`src/sv/mcstb_pkg.sv`:
```
// Package for the timer bank: sizes, opcodes, table entry and sequencer types.
// Shared by the interfaces, the channel table, the step unit, the sequencer and the top level.
// No dependencies.
package mcstb_pkg;

  localparam int NUM_CHANNELS = 16;
  localparam int COUNT_WIDTH  = 16;

  localparam int OP_W     = 2;
  localparam int CHAN_W   = 5;
  localparam int PERIOD_W = 16;
  localparam int MASK_W   = 16;

  // Channel address width and a walk index wide enough to hold NUM_CHANNELS itself.
  localparam int CH_AW = (NUM_CHANNELS > 1) ? $clog2(NUM_CHANNELS) : 1;
  localparam int CH_IW = $clog2(NUM_CHANNELS + 1);

  localparam logic [CHAN_W:0] CH_LIMIT = (CHAN_W + 1)'(NUM_CHANNELS);
  localparam logic [32:0]     CNT_MAX_W = (33'd1 << COUNT_WIDTH) - 33'd1;

  localparam logic [OP_W-1:0] OP_START = 2'd0;
  localparam logic [OP_W-1:0] OP_CLOSE = 2'd1;
  localparam logic [OP_W-1:0] OP_TICK  = 2'd2;

  typedef logic [COUNT_WIDTH-1:0] count_t;
  typedef logic [CH_AW-1:0]       ch_addr_t;
  typedef logic [CH_IW-1:0]       ch_idx_t;

  typedef struct packed {
    count_t period;
    count_t count;
  } chan_entry_t;

  typedef enum logic {
    ST_IDLE,
    ST_TICK
  } seq_state_t;

  typedef struct packed {
    logic     idle;
    logic     rd_en;
    ch_addr_t rd_addr;
    logic     proc_vld;
    ch_addr_t proc_idx;
    logic     done;
  } seq_ctrl_t;

  // A period beyond the count range is stored as the largest count.
  function automatic count_t sat_period(input logic [PERIOD_W-1:0] per);
    logic [32:0] wide;
    wide = 33'(per);
    if (wide > CNT_MAX_W) begin
      return '1;
    end else begin
      return count_t'(wide);
    end
  endfunction

endpackage

```
`src/sv/mcstb_in_if.sv`:
```
// Request channel of the timer bank: valid/ready handshake plus the request fields.
// Depends on mcstb_pkg for the field widths.
interface mcstb_in_if import mcstb_pkg::*; ();
  logic                valid;
  logic                ready;
  logic [OP_W-1:0]     opcode;
  logic [CHAN_W-1:0]   channel;
  logic [PERIOD_W-1:0] period;
  logic                one_shot;
  logic                notify;

  modport source (output valid, opcode, channel, period, one_shot, notify, input ready);
  modport sink   (input valid, opcode, channel, period, one_shot, notify, output ready);
endinterface

```
`src/sv/mcstb_out_if.sv`:
```
// Result channel of the timer bank: valid/ready handshake plus status and expiry mask.
// Depends on mcstb_pkg for the field widths.
interface mcstb_out_if import mcstb_pkg::*; ();
  logic              valid;
  logic              ready;
  logic              status;
  logic [MASK_W-1:0] expired_mask;

  modport source (output valid, status, expired_mask, input ready);
  modport sink   (input valid, status, expired_mask, output ready);
endinterface

```
`src/sv/multi_channel_soft_timer_bank_core.sv`:
```
// Timer bank with NUM_CHANNELS channels of COUNT_WIDTH-bit counts.
// Requests enter on in_req (opcode, channel, period, one_shot, notify) under valid/ready,
// and every request gives exactly one result on out_rsp (status, expired_mask).
// A start loads a channel's period and flags, clears its count and turns it on; it fails
// on a channel out of range or a zero period. A close turns a channel off and fails on a
// channel out of range. A tick advances every active channel; a channel reaching its
// period restarts, turns off if it is one-shot, and sets its mask bit if notify is on.
// Start and close finish in the cycle they are accepted; the registered result is valid in the next cycle.
// A tick walks the channel table through one shared incrementer and comparator, one channel
// per cycle behind a registered table read, and its result is loaded when the walk ends;
// the block takes no request during that walk.
// The result sits in an output register: a new request is taken while the previous result
// is being taken, and a stalled receiver holds the result and blocks further requests.
// Synchronous reset turns every channel off and empties the output register; the table
// contents are only used for channels that were started since, so they need no clearing.
// Depends on mcstb_pkg, mcstb_in_if, mcstb_out_if, mcstb_chan_ram, mcstb_step_unit, mcstb_seq.
module multi_channel_soft_timer_bank_core import mcstb_pkg::*; (
  input  logic        clk,
  input  logic        rst_n,
  mcstb_in_if.sink    in_req,
  mcstb_out_if.source out_rsp
);

  seq_ctrl_t   ctrl;
  chan_entry_t rd_entry;
  chan_entry_t wr_entry;
  count_t      step_count;
  logic        step_hit;
  logic        ram_we;
  ch_addr_t    ram_waddr;

  logic              accept;
  logic              ch_ok;
  logic              per_ok;
  logic              is_start;
  logic              is_close;
  logic              is_tick;
  ch_addr_t          in_addr;
  logic              proc_live;

  logic [NUM_CHANNELS-1:0] active_r, active_nxt;
  logic [NUM_CHANNELS-1:0] once_r, once_nxt;
  logic [NUM_CHANNELS-1:0] notify_r, notify_nxt;
  logic [MASK_W-1:0]       mask_r, mask_nxt;

  logic              out_valid_r, out_valid_nxt;
  logic              status_r, status_nxt;
  logic [MASK_W-1:0] out_mask_r, out_mask_nxt;
  logic              load_out;

  assign in_req.ready = ctrl.idle && (!out_valid_r || out_rsp.ready);
  assign accept       = in_req.valid && in_req.ready;

  assign is_start = (in_req.opcode == OP_START);
  assign is_close = (in_req.opcode == OP_CLOSE);
  assign is_tick  = (in_req.opcode == OP_TICK);
  assign ch_ok    = ({1'b0, in_req.channel} < CH_LIMIT);
  assign per_ok   = (in_req.period != '0);
  assign in_addr  = in_req.channel[CH_AW-1:0];

  mcstb_seq u_seq (
    .clk        (clk),
    .rst_n      (rst_n),
    .tick_start (accept && is_tick),
    .ctrl       (ctrl)
  );

  mcstb_chan_ram u_ram (
    .clk   (clk),
    .we    (ram_we),
    .waddr (ram_waddr),
    .wdata (wr_entry),
    .re    (ctrl.rd_en),
    .raddr (ctrl.rd_addr),
    .rdata (rd_entry)
  );

  mcstb_step_unit u_step (
    .entry      (rd_entry),
    .next_count (step_count),
    .hit        (step_hit)
  );

  assign proc_live = ctrl.proc_vld && active_r[ctrl.proc_idx];

  // Table writes: a start loads the entry, the tick walk writes back the stepped count.
  always_comb begin
    ram_we          = 1'b0;
    ram_waddr       = ctrl.proc_idx;
    wr_entry.period = rd_entry.period;
    wr_entry.count  = step_count;
    if (accept && is_start && ch_ok && per_ok) begin
      ram_we          = 1'b1;
      ram_waddr       = in_addr;
      wr_entry.period = sat_period(in_req.period);
      wr_entry.count  = '0;
    end else if (proc_live) begin
      ram_we = 1'b1;
    end
  end

  always_comb begin
    active_nxt = active_r;
    once_nxt   = once_r;
    notify_nxt = notify_r;
    mask_nxt   = mask_r;
    if (accept && is_start && ch_ok && per_ok) begin
      active_nxt[in_addr] = 1'b1;
      once_nxt[in_addr]   = in_req.one_shot;
      notify_nxt[in_addr] = in_req.notify;
    end else if (accept && is_close && ch_ok) begin
      active_nxt[in_addr] = 1'b0;
    end
    if (accept && is_tick) begin
      mask_nxt = '0;
    end
    if (proc_live && step_hit) begin
      if (once_r[ctrl.proc_idx]) begin
        active_nxt[ctrl.proc_idx] = 1'b0;
      end
      // Only the low channels have a bit in the mask.
      for (int i = 0; i < MASK_W; i++) begin
        if (i < NUM_CHANNELS && int'(ctrl.proc_idx) == i && notify_r[ctrl.proc_idx]) begin
          mask_nxt[i] = 1'b1;
        end
      end
    end
  end

  always_comb begin
    load_out     = 1'b0;
    status_nxt   = status_r;
    out_mask_nxt = out_mask_r;
    if (ctrl.done) begin
      load_out     = 1'b1;
      status_nxt   = 1'b0;
      out_mask_nxt = mask_nxt;
    end else if (accept && !is_tick) begin
      load_out     = 1'b1;
      out_mask_nxt = '0;
      if (is_start) begin
        status_nxt = !(ch_ok && per_ok);
      end else if (is_close) begin
        status_nxt = !ch_ok;
      end else begin
        status_nxt = 1'b1;
      end
    end
    if (load_out) begin
      out_valid_nxt = 1'b1;
    end else if (out_rsp.ready) begin
      out_valid_nxt = 1'b0;
    end else begin
      out_valid_nxt = out_valid_r;
    end
  end

  always_ff @(posedge clk) begin
    if (!rst_n) begin
      active_r    <= '0;
      once_r      <= '0;
      notify_r    <= '0;
      out_valid_r <= 1'b0;
    end else begin
      active_r    <= active_nxt;
      once_r      <= once_nxt;
      notify_r    <= notify_nxt;
      out_valid_r <= out_valid_nxt;
    end
  end

  always_ff @(posedge clk) begin
    mask_r     <= mask_nxt;
    status_r   <= status_nxt;
    out_mask_r <= out_mask_nxt;
  end

  assign out_rsp.valid        = out_valid_r;
  assign out_rsp.status       = status_r;
  assign out_rsp.expired_mask = out_mask_r;

endmodule

```
`src/sv/mcstb_chan_ram.sv`:
```
// Channel table: period and running count per channel, one write and one registered read port.
// Depends on mcstb_pkg for the entry type and address width.
module mcstb_chan_ram import mcstb_pkg::*; (
  input  logic        clk,
  input  logic        we,
  input  ch_addr_t    waddr,
  input  chan_entry_t wdata,
  input  logic        re,
  input  ch_addr_t    raddr,
  output chan_entry_t rdata
);

  chan_entry_t mem [NUM_CHANNELS];
  chan_entry_t rdata_r;

  always_ff @(posedge clk) begin
    if (we) begin
      mem[waddr] <= wdata;
    end
  end

  always_ff @(posedge clk) begin
    if (re) begin
      rdata_r <= mem[raddr];
    end
  end

  assign rdata = rdata_r;

endmodule

```
`src/sv/mcstb_step_unit.sv`:
```
// Shared count step: advances one channel's count and checks it against the period.
// Depends on mcstb_pkg for the entry type.
module mcstb_step_unit import mcstb_pkg::*; (
  input  chan_entry_t entry,
  output count_t      next_count,
  output logic        hit
);

  count_t cnt_inc;

  assign cnt_inc    = entry.count + count_t'(1);
  assign hit        = (cnt_inc >= entry.period);
  assign next_count = hit ? '0 : cnt_inc;

endmodule

```
`src/sv/mcstb_seq.sv`:
```
// Sequencer for the tick walk: issues one table read per cycle and tracks the channel in process.
// Depends on mcstb_pkg for the state and control types.
module mcstb_seq import mcstb_pkg::*; (
  input  logic      clk,
  input  logic      rst_n,
  input  logic      tick_start,
  output seq_ctrl_t ctrl
);

  seq_state_t state_r, state_nxt;
  ch_idx_t    cnt_idx_r, cnt_idx_nxt;
  ch_addr_t   proc_idx_r, proc_idx_nxt;
  logic       proc_vld_r, proc_vld_nxt;
  logic       walk_end;

  assign walk_end = (cnt_idx_r == ch_idx_t'(NUM_CHANNELS));

  always_comb begin
    state_nxt = state_r;
    case (state_r)
      ST_IDLE: begin
        if (tick_start) begin
          state_nxt = ST_TICK;
        end
      end
      ST_TICK: begin
        if (walk_end && proc_vld_r) begin
          state_nxt = ST_IDLE;
        end
      end
      default: state_nxt = ST_IDLE;
    endcase
  end

  always_comb begin
    ctrl.idle     = 1'b0;
    ctrl.rd_en    = 1'b0;
    ctrl.rd_addr  = cnt_idx_r[CH_AW-1:0];
    ctrl.proc_vld = proc_vld_r;
    ctrl.proc_idx = proc_idx_r;
    ctrl.done     = 1'b0;
    case (state_r)
      ST_IDLE: ctrl.idle = 1'b1;
      ST_TICK: begin
        ctrl.rd_en = !walk_end;
        ctrl.done  = walk_end && proc_vld_r;
      end
      default: ctrl.idle = 1'b0;
    endcase
  end

  // The channel read in one cycle is processed in the next.
  always_comb begin
    cnt_idx_nxt  = cnt_idx_r;
    proc_vld_nxt = ctrl.rd_en;
    proc_idx_nxt = ctrl.rd_addr;
    if (state_r == ST_IDLE) begin
      cnt_idx_nxt = '0;
    end else if (ctrl.rd_en) begin
      cnt_idx_nxt = cnt_idx_r + ch_idx_t'(1);
    end
  end

  always_ff @(posedge clk) begin
    if (!rst_n) begin
      state_r    <= ST_IDLE;
      cnt_idx_r  <= '0;
      proc_vld_r <= 1'b0;
    end else begin
      state_r    <= state_nxt;
      cnt_idx_r  <= cnt_idx_nxt;
      proc_vld_r <= proc_vld_nxt;
    end
  end

  always_ff @(posedge clk) begin
    proc_idx_r <= proc_idx_nxt;
  end

endmodule
```
`src/flat_wrapper.sv`:
```
// flat-port wrapper written by rule: the top's interface ports become plain ports
module multi_channel_soft_timer_bank_core_flat import mcstb_pkg::*;
  (clk, rst_n, in_req_valid, in_req_opcode, in_req_channel, in_req_period, in_req_one_shot, in_req_notify, in_req_ready, out_rsp_valid, out_rsp_status, out_rsp_expired_mask, out_rsp_ready);
  mcstb_in_if in_req_i ();
  mcstb_out_if out_rsp_i ();
  input  logic clk;
  input  logic rst_n;
  input wire logic [$bits(in_req_i.valid)-1:0] in_req_valid;
  input wire logic [$bits(in_req_i.opcode)-1:0] in_req_opcode;
  input wire logic [$bits(in_req_i.channel)-1:0] in_req_channel;
  input wire logic [$bits(in_req_i.period)-1:0] in_req_period;
  input wire logic [$bits(in_req_i.one_shot)-1:0] in_req_one_shot;
  input wire logic [$bits(in_req_i.notify)-1:0] in_req_notify;
  output wire logic [$bits(in_req_i.ready)-1:0] in_req_ready;
  output wire logic [$bits(out_rsp_i.valid)-1:0] out_rsp_valid;
  output wire logic [$bits(out_rsp_i.status)-1:0] out_rsp_status;
  output wire logic [$bits(out_rsp_i.expired_mask)-1:0] out_rsp_expired_mask;
  input wire logic [$bits(out_rsp_i.ready)-1:0] out_rsp_ready;
  assign in_req_i.valid = in_req_valid;
  assign in_req_i.opcode = in_req_opcode;
  assign in_req_i.channel = in_req_channel;
  assign in_req_i.period = in_req_period;
  assign in_req_i.one_shot = in_req_one_shot;
  assign in_req_i.notify = in_req_notify;
  assign in_req_ready = in_req_i.ready;
  assign out_rsp_valid = out_rsp_i.valid;
  assign out_rsp_status = out_rsp_i.status;
  assign out_rsp_expired_mask = out_rsp_i.expired_mask;
  assign out_rsp_i.ready = out_rsp_ready;
  multi_channel_soft_timer_bank_core u_core (.clk(clk), .rst_n(rst_n), .in_req(in_req_i), .out_rsp(out_rsp_i));
endmodule
```
`config.mk`:
```
export PLATFORM = sky130hd
export DESIGN_NAME = multi_channel_soft_timer_bank_core_flat
export DESIGN_NICKNAME = d
export VERILOG_FILES = /design/src/sv/mcstb_pkg.sv /design/src/sv/mcstb_in_if.sv /design/src/sv/mcstb_out_if.sv /design/src/sv/multi_channel_soft_timer_bank_core.sv /design/src/sv/mcstb_chan_ram.sv /design/src/sv/mcstb_step_unit.sv /design/src/sv/mcstb_seq.sv /design/src/flat_wrapper.sv
export SDC_FILE = /design/constraint.sdc
export NUM_CORES = 1
export LEC_CHECK = 0
export BUFFER_PORTS_ARGS = -buffer_cell sky130_fd_sc_hd__buf_2
export CORE_MARGIN = 2
export CORE_UTILIZATION = 60
export DETAILED_ROUTE_END_ITERATION = 10
export PLACE_DENSITY = 0.84
export SETUP_SLACK_MARGIN = 0.2
export SLEW_MARGIN = 5
export SYNTH_ARGS = -nofsm -noshare
export SYNTH_HDL_FRONTEND = slang
export SYNTH_SLANG_ARGS = --single-unit
```
`constraint.sdc`:
```
create_clock -name clk -period 3.9 [get_ports clk]
set_input_delay 0.78 -clock clk [delete_from_list [all_inputs] [get_ports clk]]
set_output_delay 0.78 -clock clk [all_outputs]
set_load 0.01 [all_outputs]
```
== After elaboration in Yosys (flattened, before gate mapping) ==
Memories as Yosys holds them, arrays and structs flattened. A register that Yosys moved wholly into a read port is not among the register bits.
Cells that the tools add are included.

* Magnitude comparators: 6
* Mux-type cells: 55
* Bitwise operators: 6
* Reductions and logical operators: 43
* Add/subtract/negate cells: 2
* Eq/ne operators: 18

{| class="wikitable"
|+ Operators by type and width
! cell !! number
|-
| 16-bit two-way mux || 9
|-
| 1-bit two-way mux || 36
|-
| 16-bit bitwise AND || 2
|-
| 16-bit bitwise mux || 2
|-
| 4-bit equality test (second input constant) || 8
|-
| 32-bit two-way mux || 1
|-
| 16-bit NOT || 2
|-
| 1-bit logical AND || 31
|-
| 16-bit by 1-bit adder with 16-bit output (second input constant) || 1
|-
| 4-bit by 3-bit equality test with 1-bit output (second input constant) || 4
|-
| 16-bit >= comparator || 1
|-
| 16-bit OR || 1
|-
| 16-bit nonzero test || 1
|-
| 1-bit binary-select mux with 4-bit select || 3
|-
| 4-bit by 5-bit less-than comparator with 1-bit output (second input constant) || 2
|-
| 1-bit demux with 4-bit select || 2
|-
| 4-bit by 2-bit equality test with 1-bit output (second input constant) || 2
|-
| 4-bit by 1-bit >= comparator with 1-bit output (second input constant) || 2
|-
| 5-bit by 1-bit adder with 5-bit output (second input constant) || 1
|-
| 5-bit equality test (second input constant) || 1
|-
| 1-bit zero test || 5
|-
| 5-bit less-than comparator (second input constant) || 1
|-
| 4-bit by 1-bit equality test with 1-bit output (second input constant) || 1
|-
| 4-bit zero test || 1
|-
| other kinds (9) || 10
|}

* Register bits: 93
* RAM bits: 512
* Bits of input ports: 29
* Output and inout bits: 19
* Memories kept: 1
* Logic and storage cells: 142

{| class="wikitable"
|+ Memory list
! name !! depth !! width !! rd ports !! clocked after memory_dff !! wr ports !! RTL line !! source
|-
| u_core.u_ram.mem || 16 || 32 || 1 || 1 || 1 || mcstb_chan_ram.sv:13 || <nowiki>chan_entry_t mem [NUM_CHANNELS];</nowiki>
|}

== Longest topological paths before layout ==
* Word-level depth: 11
* Depth in mapped cells: 12
* Mapped depth without buffers: 11

== By module ==
Synthesis repeated with hierarchy kept, for this count alone.

* Cell total of the unflattened synthesis: 1,501
* Area total of the unflattened synthesis: 26,057.5 um2

{| class="wikitable"
|+ Modules (own cells, without submodules)
! module !! sequential area each (um2) !! area each (um2) !! cells an instance !! instances
|-
| mcstb_chan_ram || 16,335.7 || 20,155.6 || 838 || 1
|-
| multi_channel_soft_timer_bank_core || 1,801.7 || 4,531.8 || 497 || 1
|-
| mcstb_step_unit || 0.0 || 892.1 || 117 || 1
|-
| mcstb_seq || 220.2 || 478.0 || 49 || 1
|}

== Least setup slack after synthesis ==
OpenSTA, ideal clock, no wires.

* Path kind: register to register
* Start: register, netlist name u_core.u_ram.rdata[0]
* End: memory u_core.u_ram.mem[0][12] (netlist name), data pin
* Library setup time: 0.281 ns
* Arrival: 3.252 ns
* Setup slack: 0.366 ns
* Required time: 3.619 ns
* Clock period less this slack: 3.534 ns
* Cell stages (with the launch flop): 13
* Buffers on the path: 1
* Cell sequence: edfxtp_1 -> ha_1 -> nand2_1 -> nor4_1 -> nand4_1 -> xnor2_1 -> ha_1 -> nand4_2 -> nor2_1 -> a21oi_1 -> nand3_2 -> buf_2 -> nor2b_1

{| class="wikitable"
|+ RTL lines
! item !! RTL line
|-
| end, declared || mcstb_chan_ram.sv:13
|}

==> qor.csv <==
stage,metric,value,unit
routing,wl_per_cell,31.0,um
logic_synthesis,ys_warn_count,0,
power,irDropWorstVdd,641,uV
logic_synthesis,postSynthCellCount,1294,
grt,grt_max_degree,133,
setup_path,crit_fanout,16,
final_layout,area_growth_syn_to_layout,12.6,%
timing,fin_setup_tns,0,ns
final_layout,nets,1432,
timing,hold_ws,0.481,ns
setup_path,r2r_cells,11,
cts,path_clk_slew,0.06,ns
timing,fin_crit,3.65,ns
die,coreArea,41900,um^2
routing,remaining_drc_errors,0,
cts,cts.sinks,637,
final_layout,layout_commonest_cell,edfxtp_1,
setup_path,r2r-start,u_core.u_ram.rdata[2],
logic_synthesis,ys.flop_type,edfxtp_1,
min_path,holdPathEnd,u_core.mask_r[14],
min_path,holdCritPathClass,reg2reg,
logic_synthesis,syn_area_per_cell,19.7,um^2
grt,grt_use_total,28.4,%
placement,hpwlAfterDp,31900,um
routing,via_per_inst,6.96,
cts,root_buffer,clkbuf_16,
die,die_height,210,um
placement,io_buffers,47,
grt,grt_overflow,0,
setup_path,cp.required,4.22,ns
logic_synthesis,yosysSeqAreaShare,72.1,%
cts,clkLatencyLatePin,0.63,ns
setup_path,critPathArrivalTime,3.97,ns
die,start_util,60.7,%
final_layout,drive_above_1_share,31.8,%
min_path,worstHoldStart,u_core.mask_r[14],
outcome,status,"complete, no violations",
die,num_io_pins,48,
final_layout,stdcell_area,28700,um^2
logic_synthesis,synth_edf_count,560,
timing,drv_slew,0,
setup_path,endpoint_kind,flop,
min_path,whs_path_depth,1,
setup_path,r2r_setup_slack,0.25,ns
die,die_w,210,um
timing,max_freq,0.274,GHz
routing,antenna_left,0,
die,core.rowCount,75,
timing,finClkSkew,0.0326,ns
logic_synthesis,synthArstFlopShare,0,%
placement,place_congestion,0.881,
routing,first_iter_violations,1917,
cts,cts_buffers,59,
timing,slew_headroom,39.2,%
setup_path,r2r_end,u_core.u_ram.mem[11][5],
final_layout,utilization,68.4,%
routing,vias,13734,
power,leakage,9.40,nW
logic_synthesis,syn-num-nets,1342,
cts,clockBufferDepth,3,
timing,post-route-period-util,93.6,%
timing,setup_viol,0,
grt,first_global_vias,13887,
grt,antenna_found_initial,0,
placement,dpl_cell_area,26600,um^2
power,power,13.6,mW
logic_synthesis,synth_seq_cells,637,
timing,worst_pin_slew,0.912,ns
routing,drt_wl_total,61100,um
setup_path,setup.worst_path.class,reg2reg,
cts,cts_tree,done,
final_layout,mostFrequentLayoutCells,"edfxtp_1, mux4_2, dfxtp_1, clkbuf_16, nor2_1",
cts,cts_max_level,2,
power,pwr_density_cell,475,nW/um^2
timing,rsz0062_at_grt,yes,
grt,grt_pass1_wl,90100,um
setup_path,crit_path_start_kind,flop,
routing,first_pass_iters,5,
run,maxCapViolations,0,
final_layout,antenna_cells,0,
die,die_area,44100,um^2
logic_synthesis,syn_area,25500,um^2
timing,hold_viol,0,
logic_synthesis,ys_types,48,
cell usage after synthesis, types with 4 or more instances:
cell type / count / share of area, %
a21boi_4: 4 / 0.29
a21oi_1: 9 / 0.18
a221oi_1: 7 / 0.24
a221oi_2: 6 / 0.35
a22o_1: 32 / 1.1
and2_1: 7 / 0.17
and3_1: 4 / 0.098
buf_1: 9 / 0.13
buf_2: 16 / 0.31
buf_6: 5 / 0.22
clkbuf_1: 39 / 0.57
dfxtp_1: 77 / 6.1
edfxtp_1: 560 / 66
ha_1: 19 / 0.93
inv_1: 27 / 0.40
mux2_2: 17 / 0.75
mux2i_1: 34 / 1.3
mux4_2: 170 / 15
nand2_1: 37 / 0.55
nand2b_1: 4 / 0.098
nand3_1: 31 / 0.61
nand4_1: 28 / 0.69
nor2_1: 56 / 0.83
nor2b_1: 23 / 0.57
nor3_1: 5 / 0.098
nor4_1: 5 / 0.12
o2111ai_1: 4 / 0.14
o21ai_0: 14 / 0.28
xnor2_1: 8 / 0.28
xor2_1: 9 / 0.31
final cells by class:
| type | count | area, um^2 |
|---|---|---|
| clock inverters | 46 | 403 |
| well taps | 539 | 674 |
| multi-input cells | 561 | 6840 |
| clock buffers | 64 | 1540 |
| flip-flops and latches | 637 | 18400 |
| inverters | 27 | 101 |
| fillers | 2416 | 13300 |
| repair buffers | 98 | 756 |
report_power, final:
part           switching (mW)  total (mW)  internal (mW)
Combinational           0.257       0.392          0.135
Clock                    2.51        5.77           3.26
Sequential             0.0243        7.47           7.44
Total                    2.79        13.6           10.8
worst max-delay path: stages (launching register included):
cell	delay (ns)
edfxtp_1	0.44
and3_1	0.27
nand3_2	0.18
or2_2	0.36
xnor2_1	0.19
ha_1	0.35
nand4_1	0.12
or4_1	0.54
o32a_4	0.41
nand3_2	0.12
buf_12	0.21
nor2b_2	0.15
repair_timing:
action / CTS / global route
buffers inserted: 2 / 4
endpoints found under the setup margin: 301 / 304
pin swaps: 1 / 2
hold buffers: 0 / 0
gates resized for setup: 2 / 24
sequential cells by signal (all words and copies together) (netlist names):
signal,cells
u_core.u_seq.state_r,1
u_core.u_seq.cnt_idx_r,5
u_core.notify_r,16
u_core.mask_r,16
u_core.u_ram.rdata,32
u_core.active_r,16
u_core.out_rsp.valid,1
u_core.u_seq.proc_idx_r,4
u_core.out_rsp.expired_mask,16
u_core.out_rsp.status,1
u_core.once_r,16
u_core.u_seq.proc_vld_r,1
u_core.u_ram.mem,512
cell families (layout without fill, tap and decap cells):
logic type               count (synthesis)  count (layout)  synth area share (%)
flip-flops                             637             637                  72.1
multiplexers                           221             221                  17.1
AND/OR/NAND/NOR                        208             208                  4.14
AO/OA/AOI/OAI                           96              96                  3.49
buffers and inverters                   96             235                  1.64
adder cells (fa/ha/maj)                 19              19                 0.934
XOR/XNOR                                17              17                 0.585
routing by layer:
layer / vias up / routed length (um) / track usage [%]
met4: 0 / 2450 / 10.6
met5: - / 0 / 0
li1: 5505 / - / -
met3: 174 / 6260 / 6.26
met2: 989 / 30300 / 46.0
met1: 7066 / 22100 / 38.5
how the worst max path moves through the flow:
stage	start	end	slack (ns)	cells past startpoint
6_report	u_core.u_ram.rdata[2]	u_core.u_ram.mem[11][5]	0.25	11
5_1_grt	u_core.u_ram.rdata[8]	u_core.u_ram.mem[5][5]	0.14	11
4_1_cts	u_core.u_ram.rdata[0]	u_core.u_ram.mem[13][8]	0.12	12
3_5_place_dp	u_core.u_ram.rdata[0]	u_core.u_ram.mem[8][5]	0.13	12
3_3_place_gp	u_core.u_ram.rdata[0]	u_core.u_ram.mem[4][0]	0.24	12
2_1_floorplan	u_core.u_ram.rdata[0]	u_core.u_ram.mem[0][12]	0.37	12
stage by stage:
| step | cells | worst slack, ns |
|---|---|---|
| 6_report | 1972 | 0.250 |
| 5_1_grt | 1972 | 0.137 |
| 4_1_cts | 1968 | 0.122 |
| 3_5_place_dp | 1856 | 0.129 |
| 3_3_place_gp | 1856 | 0.242 |
| 2_1_floorplan | 1294 | 0.366 |
(Power assumes the default switching activity.)
